===== config.mk =====
export PLATFORM = sky130hd
export DESIGN_NAME = fpp_ctrl
export DESIGN_NICKNAME = d
export VERILOG_FILES = /design/src/hdl/fpp_pkg.sv /design/src/hdl/fpp_ctrl.sv
export SDC_FILE = /design/constraint.sdc
export NUM_CORES = 1
export LEC_CHECK = 0
export BUFFER_PORTS_ARGS = -buffer_cell sky130_fd_sc_hd__buf_2
export CAP_MARGIN = 20
export CORE_AREA = 2 2 39 41
export DETAILED_ROUTE_END_ITERATION = 10
export DIE_AREA = 0 0 41 43
export PLACE_DENSITY = 0.45
export SYNTH_ARGS = -nofsm -noshare
export SYNTH_HDL_FRONTEND = slang
export SYNTH_SLANG_ARGS = --single-unit

===== constraint.sdc =====
create_clock -name clock -period 1.4 [get_ports clock]
set_input_delay 0.07 -clock clock [delete_from_list [all_inputs] [get_ports clock]]
set_output_delay 0.07 -clock clock [all_outputs]
set_load 0.005 [all_outputs]

===== src/hdl/fpp_pkg.sv =====
`timescale 1ns / 1ps
// Shared constants, codes and control types for the free page pool.
// No dependencies; every other file but fpp_ram imports this package.
package fpp_pkg;

   localparam int PAGE_BYTES   = 4096;
   localparam int MAX_PAGES    = 32768;
   localparam int ADDR_W       = 32;
   localparam int OFFSET_W     = $clog2(PAGE_BYTES);
   localparam int PAGE_W       = ADDR_W - OFFSET_W;
   localparam int IDX_W        = $clog2(MAX_PAGES);
   localparam int COUNT_W      = $clog2(MAX_PAGES + 1);
   localparam int CURSOR_W     = PAGE_W + 1;
   localparam int CMD_W        = 2;
   localparam int STATUS_W     = 2;
   localparam int FREE_COUNT_W = 16;
   localparam int CSR_IDX_W    = 1;
   localparam int CSR_DATA_W   = 32;

   localparam logic [CMD_W-1:0] CMD_INIT  = 2'd0;
   localparam logic [CMD_W-1:0] CMD_ALLOC = 2'd1;
   localparam logic [CMD_W-1:0] CMD_FREE  = 2'd2;
   localparam logic [CMD_W-1:0] CMD_NOP   = 2'd3;

   localparam logic [STATUS_W-1:0] STATUS_OK    = 2'd0;
   localparam logic [STATUS_W-1:0] STATUS_EMPTY = 2'd1;
   localparam logic [STATUS_W-1:0] STATUS_BAD   = 2'd2;
   localparam logic [STATUS_W-1:0] STATUS_FULL  = 2'd3;

   localparam logic [CSR_IDX_W-1:0] REG_REGION_START = 1'b0;
   localparam logic [CSR_IDX_W-1:0] REG_REGION_END   = 1'b1;

   typedef enum logic [1:0] {
      S_IDLE,
      S_INIT_WALK,
      S_ALLOC_WAIT
   } state_type;

   // Controller to datapath
   typedef struct packed {
      logic                init_start;
      logic                init_step;
      logic                push;
      logic                pop;
      logic                rsp_load;
      logic                rsp_grant;
      logic [STATUS_W-1:0] rsp_status;
   } dp_cmd_type;

   // Datapath to controller
   typedef struct packed {
      logic empty;
      logic full;
      logic free_bad;
      logic init_done;
      logic rsp_busy;
   } dp_stat_type;

endpackage


===== src/hdl/fpp_ctrl.sv =====
`timescale 1ns / 1ps
// Controller state machine of the page pool: decodes commands, sequences the
// init walk and the alloc read. Depends on fpp_pkg.
module fpp_ctrl
   import fpp_pkg::*;
(
   input  logic             clock,
   input  logic             reset,
   input  logic             req_valid,
   input  logic [CMD_W-1:0] req_command,
   output logic             req_ready,
   input  dp_stat_type      stat,
   output dp_cmd_type       cmd
);

   state_type state_ff;
   state_type state_in;
   logic      accept;

   always_ff @(posedge clock) begin
      if (reset) begin
         state_ff <= S_IDLE;
      end else begin
         state_ff <= state_in;
      end
   end

   always_comb begin
      state_in  = state_ff;
      cmd       = '0;
      req_ready = 1'b0;
      accept    = 1'b0;
      unique case (state_ff)
         S_IDLE: begin
            // take a new item only when the response slot is free this cycle
            req_ready = !stat.rsp_busy;
            accept    = req_valid && req_ready;
            if (accept) begin
               unique case (req_command)
                  CMD_INIT: begin
                     cmd.init_start = 1'b1;
                     state_in       = S_INIT_WALK;
                  end
                  CMD_ALLOC: begin
                     if (stat.empty) begin
                        cmd.rsp_load   = 1'b1;
                        cmd.rsp_status = STATUS_EMPTY;
                     end else begin
                        cmd.pop  = 1'b1;
                        state_in = S_ALLOC_WAIT;
                     end
                  end
                  CMD_FREE: begin
                     cmd.rsp_load = 1'b1;
                     if (stat.free_bad) begin
                        cmd.rsp_status = STATUS_BAD;
                     end else if (stat.full) begin
                        cmd.rsp_status = STATUS_FULL;
                     end else begin
                        cmd.push       = 1'b1;
                        cmd.rsp_status = STATUS_OK;
                     end
                  end
                  default: begin
                     cmd.rsp_load   = 1'b1;
                     cmd.rsp_status = STATUS_OK;
                  end
               endcase
            end
         end
         S_INIT_WALK: begin
            if (stat.init_done) begin
               cmd.rsp_load   = 1'b1;
               cmd.rsp_status = STATUS_OK;
               state_in       = S_IDLE;
            end else begin
               cmd.init_step = 1'b1;
            end
         end
         S_ALLOC_WAIT: begin
            cmd.rsp_load   = 1'b1;
            cmd.rsp_grant  = 1'b1;
            cmd.rsp_status = STATUS_OK;
            state_in       = S_IDLE;
         end
         default: begin
            state_in = S_IDLE;
         end
      endcase
   end

endmodule


==> impl_metrics.prom <==
# TYPE chip_impl_metric gauge
chip_impl_metric{name="worst_path_largest_cell_delay",unit="ns"} 0.34
chip_impl_metric{name="timing.max_cap.violations",unit=""} 0
chip_impl_metric{name="design.portCount",unit=""} 19
chip_impl_metric{name="count_of_input_and_output_buffers",unit=""} 18
chip_impl_metric{name="detail_route.first_pass.iterations",unit=""} 1
chip_impl_metric{name="cts_buf_count",unit=""} 3
chip_impl_metric{name="hold_violations",unit=""} 0
chip_impl_metric{name="critical_path_depth",unit=""} 4
chip_impl_metric{name="timing.critical_path.required",unit="ns"} 1.33
chip_impl_metric{name="place_worst_setup_slack",unit="ns"} 0.178
chip_impl_info{name="startpoint",value="state_ff[0]$_SDFFE_PP0P_"} 1
chip_impl_info{name="crit-reg2reg-launch",value="state_ff[0]$_SDFFE_PP0P_"} 1
chip_impl_metric{name="postCtsHoldBufs",unit=""} 0
chip_impl_metric{name="reg2reg_slack",unit="ns"} 0.29
chip_impl_metric{name="timing.clock.skew",unit="ns"} 0.00272
chip_impl_metric{name="number_of_synthesized_flops_with_an_enable_pin",unit=""} 0
chip_impl_metric{name="crit_path_max_fanout",unit=""} 5
chip_impl_metric{name="count_of_different_cell_masters_after_synthesis",unit=""} 17
chip_impl_info{name="run_status",value="finished clean"} 1
chip_impl_metric{name="netlist.area_leader.share",unit="%"} 19.0
chip_impl_metric{name="ys.warnings.count",unit=""} 0
chip_impl_metric{name="netlist_instances",unit=""} 33
chip_impl_info{name="cp-start-kind",value="flip-flop"} 1
chip_impl_info{name="grt_setup_unrepaired",value="yes"} 1
chip_impl_metric{name="timing.fmax",unit="MHz"} 725
chip_impl_metric{name="insertion_delay",unit="ns"} 0.22
chip_impl_info{name="top_regs",value="state_ff: 2 flops"} 1
chip_impl_metric{name="dr.first_iter.drc_count",unit=""} 0
chip_impl_metric{name="syn_to_final_growth",unit="%"} 56.7
chip_impl_metric{name="routabilityCongestion",unit=""} 0.653
chip_impl_metric{name="globalRouteOverflowTotal",unit=""} 0
chip_impl_metric{name="timing.max_slew.rel_slack",unit="%"} 80.9
chip_impl_metric{name="finalSetupViolCount",unit=""} 0
chip_impl_metric{name="vdd_drop_max",unit="V"} 0.000153
chip_impl_metric{name="layout_worst_path_cycle_share",unit="%"} 98.6
chip_impl_info{name="root_buffer",value="sky130_fd_sc_hd__clkbuf_4"} 1
chip_impl_metric{name="global_route_wire_length_before_repair",unit="um"} 966
chip_impl_metric{name="post_synth.cell_area_avg",unit="um^2"} 7.96
chip_impl_metric{name="core",unit="um^2"} 1380
chip_impl_metric{name="die_height",unit="um"} 43
chip_impl_metric{name="final_layout_size_suffix_gt1_share",unit="%"} 49.1
chip_impl_info{name="min_from",value="reset"} 1
chip_impl_metric{name="layout_setup_ws",unit="ns"} 0.0198
chip_impl_metric{name="r2r.worst_path.cells",unit=""} 3
chip_impl_metric{name="syn-num-nets",unit=""} 47
chip_impl_info{name="yosysTopAreaCell",value="sky130_fd_sc_hd__ha_1"} 1
chip_impl_info{name="min-delay-path-class",value="in -> reg"} 1
chip_impl_metric{name="post_synth_instance_area",unit="um^2"} 263
chip_impl_metric{name="htree_num_levels",unit=""} 1
chip_impl_metric{name="largest_register_ff_count",unit=""} 2
chip_impl_metric{name="p_leak",unit="nW"} 0.233
chip_impl_metric{name="route.final.wire_length",unit="um"} 611
chip_impl_metric{name="floorplan.die_area",unit="um^2"} 1760
chip_impl_metric{name="timing_max_transition_violations_final",unit=""} 0
chip_impl_metric{name="grt_antenna_before_repair",unit=""} 0
chip_impl_metric{name="clock_sinks",unit=""} 2
chip_impl_metric{name="worstPathArrival",unit="ns"} 1.31
chip_impl_metric{name="globalRouteTotalUtil",unit="%"} 7.81
chip_impl_metric{name="synth.yosys.seq_area_share",unit="%"} 15.2
chip_impl_info{name="yosys.cell_count.top_type",value="sky130_fd_sc_hd__nor2_1"} 1
chip_impl_info{name="setup.worst_path.end_class",value="output pin"} 1
chip_impl_metric{name="place_area",unit="um^2"} 380
chip_impl_metric{name="die-width",unit="um"} 41
chip_impl_metric{name="cp_num_buf_inv",unit=""} 1
chip_impl_metric{name="longest_clk_path_bufs",unit=""} 2
chip_impl_info{name="crit_family",value="simple AND/OR/NAND/NOR gates"} 1
chip_impl_metric{name="ys_ff_latch",unit=""} 2
chip_impl_info{name="synthFlopType",value="sky130_fd_sc_hd__dfxtp_1"} 1
chip_impl_info{name="synthTopCellsByCount",value="sky130_fd_sc_hd__nor2_1 (5), sky130_fd_sc_hd__ha_1 (4), sky130_fd_sc_hd__inv_1 (4)"} 1
chip_impl_info{name="critical_path.cell_chain",value="nor4b_4 -> nor2b_2 -> and2_1 -> buf_2"} 1
chip_impl_info{name="top_register",value="state_ff"} 1
chip_impl_metric{name="finalCriticalPeriod",unit="ns"} 1.38
chip_impl_metric{name="via_count_of_the_first_global_routing_pass",unit=""} 279
chip_impl_metric{name="design_area",unit="um^2"} 412
chip_impl_metric{name="final_net_count",unit=""} 71
chip_impl_info{name="yosys-top-cells-area",value="sky130_fd_sc_hd__ha_1 (19%), sky130_fd_sc_hd__dfxtp_1 (15%), sky130_fd_sc_hd__nor4b_4 (9.0%)"} 1
chip_impl_info{name="setup.worst_path.class",value="reg -> out"} 1
chip_impl_metric{name="wire_per_inst",unit="um"} 8.61
chip_impl_metric{name="vias_per_cell",unit=""} 4.24
chip_impl_metric{name="vias",unit=""} 301
chip_impl_metric{name="initial_core_utilization",unit="%"} 19.0
chip_impl_metric{name="finalSetupTns",unit="ns"} 0
chip_impl_info{name="worstReg2RegEnd",value="state_ff[1]$_SDFFE_PP0P_"} 1
chip_impl_metric{name="post_route_drc",unit=""} 0
chip_impl_metric{name="num_rows",unit=""} 14
chip_impl_metric{name="tightest_slew",unit="ns"} 0.285
chip_impl_metric{name="power_per_cell_area",unit="nW/um^2"} 587
chip_impl_metric{name="grt_max_degree",unit=""} 6
chip_impl_metric{name="path_clk_slew",unit="ns"} 0.03
chip_impl_info{name="clock_tree_from_tritoncts",value="yes"} 1
chip_impl_metric{name="asyncSetResetFlopFracSynth",unit="%"} 0
chip_impl_metric{name="dp.final_hpwl",unit="um"} 557
chip_impl_info{name="crit_path_top_delay_cell",value="sky130_fd_sc_hd__nor4b_4"} 1
chip_impl_info{name="worst_setup_ep",value="cmd[4]"} 1
chip_impl_metric{name="insertedDiodeCount",unit=""} 0
chip_impl_metric{name="postCtsSetupRepairBufs",unit=""} 0
chip_impl_metric{name="route.antenna.remaining_nets",unit=""} 0
==> through the flow <==
| step | instances | util (%) | total power [mW] | hold WS, ns |
|---|---|---|---|---|
| final | 71 | 29.7 | 0.242 | 0.0193 |
| after global routing | 71 | 29.7 | 0.262 | 0.0236 |
| after CTS | 71 | 29.4 | 0.248 | 0.0154 |
| after detailed placement | 68 | 27.5 | 0.121 | 0.253 |
| after global placement | 68 | 27.5 | 0.121 | 0.249 |
| after floorplan | 33 | - | 0.0910 | 0.142 |
==> how the worst min path moves through the flow <==
stage	end	cells after the start	slack [ns]
after floorplan	state_ff[0]$_SDFFE_PP0P_	1	0.14
after global placement	state_ff[0]$_SDFFE_PP0P_	2	0.25
after detailed placement	state_ff[0]$_SDFFE_PP0P_	2	0.25
after CTS	state_ff[0]$_SDFFE_PP0P_	2	0.02
after global routing	state_ff[0]$_SDFFE_PP0P_	2	0.02
final	state_ff[0]$_SDFFE_PP0P_	2	0.02
==> worst register-to-register path, delay by kind of cell (launching register included) <==
kind,cells,cell delay (ns)
flops,1,0.32
simple gates,3,0.72
==> area by class of cell <==
cell class,count,area [um^2]
Tap cell,16,20.0
Clock buffer,3,22.5
Fill cell,159,972
Timing Repair Buffer,19,97.6
Inverter,4,15.0
Sequential cell,2,41.3
Multi-Input combinational cell,27,215
==> cells by family after synthesis <==
family                   count (synthesis)  share of synthesized area, %
flip-flops                               2                          15.2
adder cells (fa/ha/maj)                  4                          19.0
AND/OR/NAND/NOR                         17                          45.2
buffers and inverters                    4                          5.71
AO/OA/AOI/OAI                            6                          14.8
==> layout by cell type (no fill, tap or decap), types with 2 or more instances in the layout <==
master,count
sky130_fd_sc_hd__a21oi_1,3
sky130_fd_sc_hd__and2_1,2
sky130_fd_sc_hd__buf_2,18
sky130_fd_sc_hd__clkbuf_4,3
sky130_fd_sc_hd__ha_1,4
sky130_fd_sc_hd__inv_1,4
sky130_fd_sc_hd__nor2_1,5
==> per-layer routing <==
| layer | vias to the layer above | track usage [%] | part of all wire, % |
|---|---|---|---|
| li1 | 160 | - | - |
| met1 | 129 | 7.01 | 38 |
| met2 | 12 | 14.7 | 53 |
| met3 | 0 | 1.57 | 8.8 |
| met4 | 0 | 4.00 | 0 |
| met5 | - | 0 | 0 |
==> what timing repair did <==
item | 4_1_cts | 5_1_grt
gates resized for setup | 2 | 1
hold endpoints to repair | 0 | 0
pin swaps | 2 | 2
endpoints found under the setup margin | 2 | 3
==> report_power, final <==
part / internal (mW) / leakage [nW] / total [mW] / switching (mW)
clock network: 0.0940 / 0.0138 / 0.120 / 0.0265
registers: 0.0583 / 0.0166 / 0.0591 / 0.000814
logic: 0.0318 / 0.203 / 0.0621 / 0.0302
No activity file was read; power rests on OpenSTA's default activity.
